File: src/rtl/ftc_pkg.sv
// Shared types and constants of the flow template cache.
// Used by ftc_cell and flow_template_cache_core; depends on nothing.
package ftc_pkg;

    localparam int DEF_TEMPLATES  = 64;
    localparam int DEF_MAX_FIELDS = 32;

    localparam int SRC_W  = 32;
    localparam int TID_W  = 16;
    localparam int TYPE_W = 16;
    localparam int FLEN_W = 16;
    localparam int FIDX_W = 8;
    localparam int LEN_W  = 21;
    localparam int OCNT_W = 6;
    localparam int OP_W   = 2;
    localparam int STS_W  = 3;

    localparam int IN_DATA_W  = 88;
    localparam int IN_USER_W  = OP_W;
    localparam int OUT_DATA_W = 80;
    localparam int OUT_USER_W = STS_W;

    localparam logic [LEN_W-1:0] LEN_MAX = {LEN_W{1'b1}};

    localparam logic [OP_W-1:0] OP_OPEN   = 2'd0;
    localparam logic [OP_W-1:0] OP_APPEND = 2'd1;
    localparam logic [OP_W-1:0] OP_COMMIT = 2'd2;
    localparam logic [OP_W-1:0] OP_QUERY  = 2'd3;

    localparam logic [STS_W-1:0] STS_OK          = 3'd0;
    localparam logic [STS_W-1:0] STS_PRESENT     = 3'd1;
    localparam logic [STS_W-1:0] STS_TABLE_FULL  = 3'd2;
    localparam logic [STS_W-1:0] STS_NOT_FOUND   = 3'd3;
    localparam logic [STS_W-1:0] STS_BAD_INDEX   = 3'd4;
    localparam logic [STS_W-1:0] STS_NONE_OPEN   = 3'd5;
    localparam logic [STS_W-1:0] STS_FIELDS_FULL = 3'd6;

    typedef struct packed {
        logic [SRC_W-1:0] src;
        logic [TID_W-1:0] tid;
    } ftc_key_t;

    typedef struct packed {
        logic hit;
        logic take;
    } ftc_cell_stat_t;

    typedef struct packed {
        logic [TYPE_W-1:0] ftype;
        logic [FLEN_W-1:0] flen;
        logic [LEN_W-1:0]  offset;
    } ftc_field_t;

    typedef struct packed {
        logic [STS_W-1:0]  status;
        logic [LEN_W-1:0]  offset;
        logic [OCNT_W-1:0] count;
        logic [LEN_W-1:0]  length;
        logic [TYPE_W-1:0] ftype;
        logic [FLEN_W-1:0] flen;
    } ftc_result_t;

endpackage

File: src/rtl/ftc_cell.sv
// One template slot of the cache row: key, field count, record length, valid.
// Compares a broadcast key and passes the free-slot carry to its upper neighbor.
// Depends on ftc_pkg.
module ftc_cell #(
    parameter int CNT_W = 6
) (
    input  logic                         clk,
    input  logic                         rst_n,
    input  logic                         cmp_en,
    input  ftc_pkg::ftc_key_t            cmp_key,
    input  logic                         wr_en,
    input  ftc_pkg::ftc_key_t            wr_key,
    input  logic [CNT_W-1:0]             wr_count,
    input  logic [ftc_pkg::LEN_W-1:0]    wr_length,
    input  logic                         free_in,
    output logic                         free_out,
    output ftc_pkg::ftc_cell_stat_t      stat,
    output logic [CNT_W-1:0]             count,
    output logic [ftc_pkg::LEN_W-1:0]    length
);
    import ftc_pkg::*;

    logic             valid_reg;
    logic             hit_reg;
    ftc_key_t         key_reg;
    logic [CNT_W-1:0] count_reg;
    logic [LEN_W-1:0] length_reg;

    always_ff @(posedge clk or negedge rst_n)
    begin
        if (!rst_n)
        begin
            valid_reg <= 1'b0;
            hit_reg   <= 1'b0;
        end
        else
        begin
            if (wr_en)
            begin
                valid_reg <= 1'b1;
            end
            if (cmp_en)
            begin
                hit_reg <= valid_reg && (key_reg == cmp_key);
            end
        end
    end

    always_ff @(posedge clk)
    begin
        if (wr_en)
        begin
            key_reg    <= wr_key;
            count_reg  <= wr_count;
            length_reg <= wr_length;
        end
    end

    assign free_out  = free_in | ~valid_reg;
    assign stat.hit  = hit_reg;
    assign stat.take = ~valid_reg & ~free_in;
    assign count     = count_reg;
    assign length    = length_reg;

endmodule

File: config.mk
export PLATFORM = sky130hd
export DESIGN_NAME = ftc_cell
export DESIGN_NICKNAME = d
export VERILOG_FILES = /design/src/rtl/ftc_pkg.sv /design/src/rtl/ftc_cell.sv
export SDC_FILE = /design/constraint.sdc
export NUM_CORES = 1
export LEC_CHECK = 0
export BUFFER_PORTS_ARGS = -buffer_cell sky130_fd_sc_hd__buf_2
export CORE_MARGIN = 4
export CORE_UTILIZATION = 37
export DETAILED_ROUTE_END_ITERATION = 6
export PLACE_DENSITY = 0.71
export SLEW_MARGIN = 5
export SYNTH_ARGS = -nofsm -noshare
export SYNTH_HDL_FRONTEND = slang
export SYNTH_SLANG_ARGS = --single-unit
File: constraint.sdc
create_clock -name clk -period 1.2 [get_ports clk]
set_clock_uncertainty 0.05 [all_clocks]
set_input_delay 0.06 -clock clk [delete_from_list [all_inputs] [get_ports clk]]
set_output_delay 0.06 -clock clk [all_outputs]
set_load 0.02 [all_outputs]
==> Word-level counts from Yosys, hierarchy flattened <==
Cells that the tools add are included.
{ "classes": {"eq_ne": 1, "bitwise": 4, "n_reduce_logical": 1} }
{ "ops": {"columns": ["operator", "count"], "rows": [
  ["== test 48 bit", 1],
  ["NOT 1 bit", 2],
  ["AND 1 bit", 1],
  ["logical AND 1 bit", 1],
  ["bitwise OR 1 bit", 1]
]} }
{ "totals": {"register_bits": 77, "input_bits": 128, "out_inout_bits": 30, "word_cells": 12} }

==> Longest topological paths before layout <==
{ "depth": {"word_depth": 2, "depth_mapped": 5, "depth_no_buf": 5} }

==> Least setup slack after synthesis <==
No wires, ideal clock.
{ "synth_timing": {"path_type": "reg2reg", "from": "register key_reg[19] in the netlist's numbering", "to": "register hit_reg", "setup_ns": 0.080, "t_arrival_ns": 1.176, "required_time_ns": 1.070, "path_slack_ns": -0.106, "stages_incl_launch_ff": 6, "n_path_buf": 0, "synth_period_minus_slack_ns": 1.306, "path_cell_list": "edfxtp_1 xor2_1 a221o_1 a2111oi_2 nand4_1 o22ai_2"} }
{ "synth_via": {"elab_chain_len": 2} }
{ "synth_lines": {"columns": ["element", "line", "source"], "rows": [
  ["start, declared", "ftc_cell.sv:25", "ftc_key_t key_reg;"],
  ["start signal, assigned", "ftc_cell.sv:53", "key_reg <= wr_key;"],
  ["== test 48 bit", "ftc_cell.sv:44", "hit_reg <= valid_reg && (key_reg == cmp_key);"],
  ["logical AND 1 bit", "ftc_cell.sv:44", null],
  ["end signal, assigned", "ftc_cell.sv:44", null],
  ["end, declared", "ftc_cell.sv:24", "logic hit_reg;"]
]} }
Every way passes these cells.
A chain may end at the register's enable or synchronous reset.

==> Final worst setup path <==
Ends and elaborated chain as after synthesis.

==> metrics.md <==
| Metric | Value |
|---|---|
| Worst-Skew Late Latency | 0.33 ns |
| Top-area cell type share of the netlist area | around 78% |
| Post-synthesis sequential area ratio | between 70% and 80% |
| Yosys top cell by area | edfxtp_1 |
| Reg area | approximately 2300 sq um |
| Leak | 2.049 nW |
| EDFF count, synth | 75 |
| Largest net degree at the start of global routing | 25 |
| Worst-Margin Slew | approximately 0.35 ns |
| Die area | roughly 9300 sq um |
| Top FF cell, synth | edfxtp_1 |
| Via count | 2229 |
| Htree depth | 3 |
| Inserted Clock Buffers | 9 |
| Final Hold Fails | 0 |
| Synth Area in Simple Gates | under 10% |
| Ratio of cells with drive above 1 in the final layout | a little under half |
| Worst Hold Path Cells | 1 |
| Worst rel slew slack | between 70% and 80% |
| Setup TNS | -0.3192 ns |
| CTS tree | done |
| Area contributors post-synth | edfxtp_1 (78%), xnor2_1 (7.9%), xor2_1 (5.8%) |
| Synth Warn # | 0 |
| DRT Pass-1 Iters | 4 |
| Avg Inst Size Synth | 19.39 sq um |
| Fillcell total | 515 |
| Max-slew violations | 0 |
| Critical path arrival | between 1.5 and 2 ns |
| Final WL | between 8000 and 9000 um |
| Port bufs | 157 |
| Setup violators final | 1 |
| First-pass GRT wire length | around 12000 um |
| Clk buf depth | 2 |
| Core Area | ~7400 sq um |
| Area of the multi-input gates | between 600 and 700 sq um |
| Commonest cells in the netlist | edfxtp_1 (75), xnor2_1 (26), xor2_1 (19) |
| DP Area | a little under 4000 sq um |
| CP max FO | 1 |
| Depth of the worst register-to-register path | 5 |
| Adder-Cell Fraction of Synth Area | 0% |
| Max frequency | approximately 660 MHz |
| Detail Route Antenna Nets | 0 |
| Die Wd | between 90 and 100 um |
| Final min period | around 1.5 ns |
| Area growth from synthesis to layout | 70.77% |
| RR Endpoint | hit_reg |
| Flop-to-flop setup slack | -0.32 ns |
| Hold Path Class | input port to flop |
| Cells after Synth | 149 |
| Synthesized area | just under 3000 sq um |
| Worst VDD drop | about 0.0010 V |
| DR DRC count | 0 |
| Vias per std cell | 4.388 |
| Seq cells post-synth | between 70 and 80 |
| Crit path kind | flop to flop |
| Synth Area in Compound Gates | under 10% |
| GR Overflow Total | 0 |
| Max Cap Viol | 0 |
| Failing checks | negative setup slack |
| Critical path capture point type | flop |
| Worst setup margin | -0.3192 ns |
| Nets | about 530 |
| Main combinational cell family by area after synthesis | XOR/XNOR gates |
| Diodes inserted | 0 |
| Sinks on Clock Net | just under 80 |
| Unrepaired setup endpoints after global routing | true |
| Vias in the first global route | about 2.5k |
| Worst-path clk slew | 0.08 ns |
| GPL Wtd Cong | about 0.68 |
| Initial antenna violation count | 0 |
| Mux contribution to synthesized area | 0% |
| FF-to-FF Start | key_reg[19] |
| Syn Nets | around 280 |
| Status | finished, violations left |
| Critical path startpoint | key_reg[19] |
| Required @ worst endpoint | ~1.4 ns |
| Initial core utilization | 39.00% |
| DR WL/cell | roughly 16 um |
| Row count | 31 |
| Ys async rst share | around 2.6% |
| Largest register FFs | 48 |
| Total track usage | between 10% and 20% |
| Root Buffer | clkbuf_8 |
| Post-layout instance area | a little under 5000 sq um |
| Worst setup SP type | flop |
| Pwr dens | around 1300 nW/um^2 |
| Tcrit/Tclk final | 126.6% |
| Io pins | 158 |
| End point of the critical path | hit_reg |
| Initial DRC Count | 53 |
| Top-count cell post-synth | edfxtp_1 |
| XOR/XNOR Fraction of Synth Area | roughly 14% |
| Unique masters post-synth | 18 |
| Final core utilization | between 60 and 70% |
| Die H | between 90 and 100 um |
[critical path, stage by stage, from the launching register on]
cell	delay [ns]
edfxtp_1	0.39
xor2_1	0.15
a221o_1	0.31
a2111oi_4	0.21
nand4_1	0.20
o22ai_2	0.13
[layout by cell type (no fill, tap or decap)]
master and instances:
buf_6 3, xnor2_1 26, dlygate4sd3_1 78, xor2_1 19, nand4_1 7, nand3_1 1
clkinv_2 2, nand2b_4 1, clkbuf_8 9, o2111ai_1 1, clkinv_4 2, o221ai_2 1
nor2_4 1, dfrtp_1 2, buf_2 154, a221o_1 1, o22ai_2 1, inv_1 4
or2_2 1, nor4_2 3, edfxtp_1 75, buf_12 1, buf_4 9, bufinv_16 2
clkbuf_1 1, a2111oi_4 1, nor4_1 3
[what timing repair did]
item | 4_1_cts | 5_1_grt
buffers inserted | 0 | 1
resized for setup | 3 | 8
endpoints found under the hold margin | 78 | 0
hold buffers | 78 | 0
setup endpoints to repair | 2 | 3
pin swaps | 2 | 1
[per-stage QoR]
| step | power (mW) | setup slack, ns | std cells | hold slack, ns |
|---|---|---|---|---|
| floorplan | 3.583 | -0.1031 | 149 | -0.2856 |
| global placement | 3.958 | -0.2596 | 413 | -0.1983 |
| detailed placement | 3.988 | -0.3453 | 413 | -0.2008 |
| CTS | 6.288 | -0.3296 | 507 | 0.07179 |
| global route | 6.535 | -0.4166 | 508 | 0.07546 |
| finish | 6.263 | -0.3192 | 508 | 0.08621 |
[how the worst min path moves through the flow]
stage / from / end / slack [ns]
after floorplan: rst_n / hit_reg / -0.29
after global placement: rst_n / valid_reg / -0.20
after detailed placement: rst_n / valid_reg / -0.20
after CTS: wr_en / length[8] / 0.07
after global routing: wr_en / length[8] / 0.08
final: wr_en / length[8] / 0.09
[cells by family (layout without fill, tap and decap cells)]
family,count (synthesis),count (layout)
flip-flops,77,77
XOR/XNOR,45,45
AND/OR/NAND/NOR,17,17
AO/OA/AOI/OAI,5,5
buffers and inverters,5,265
[power breakdown]
part / internal (mW) / switching [mW] / leakage, nW
sequential: 3.18 / 0.0767 / 0.757
combinational: 0.509 / 0.390 / 1.18
clock: 1.17 / 0.934 / 0.110
[routing by layer]
layer  part of all wire, %  global-route usage, %
met3                   8.9                  7.115
met4                  0.99                  4.673
met1                    35                  18.05
met2                    55                  32.95
met5                     0                      0
[layout make-up]
cell class / instances / area share (%)
clock buffers: 10 / 2.587
clock inverters: 6 / 1.775
inverters: 4 / 0.3043
multi-input cells: 67 / 12.25
flip-flops and latches: 77 / 46.67
well taps: 99 / 2.511
repair buffers: 245 / 33.91
No activity file was read; power rests on OpenSTA's default activity.
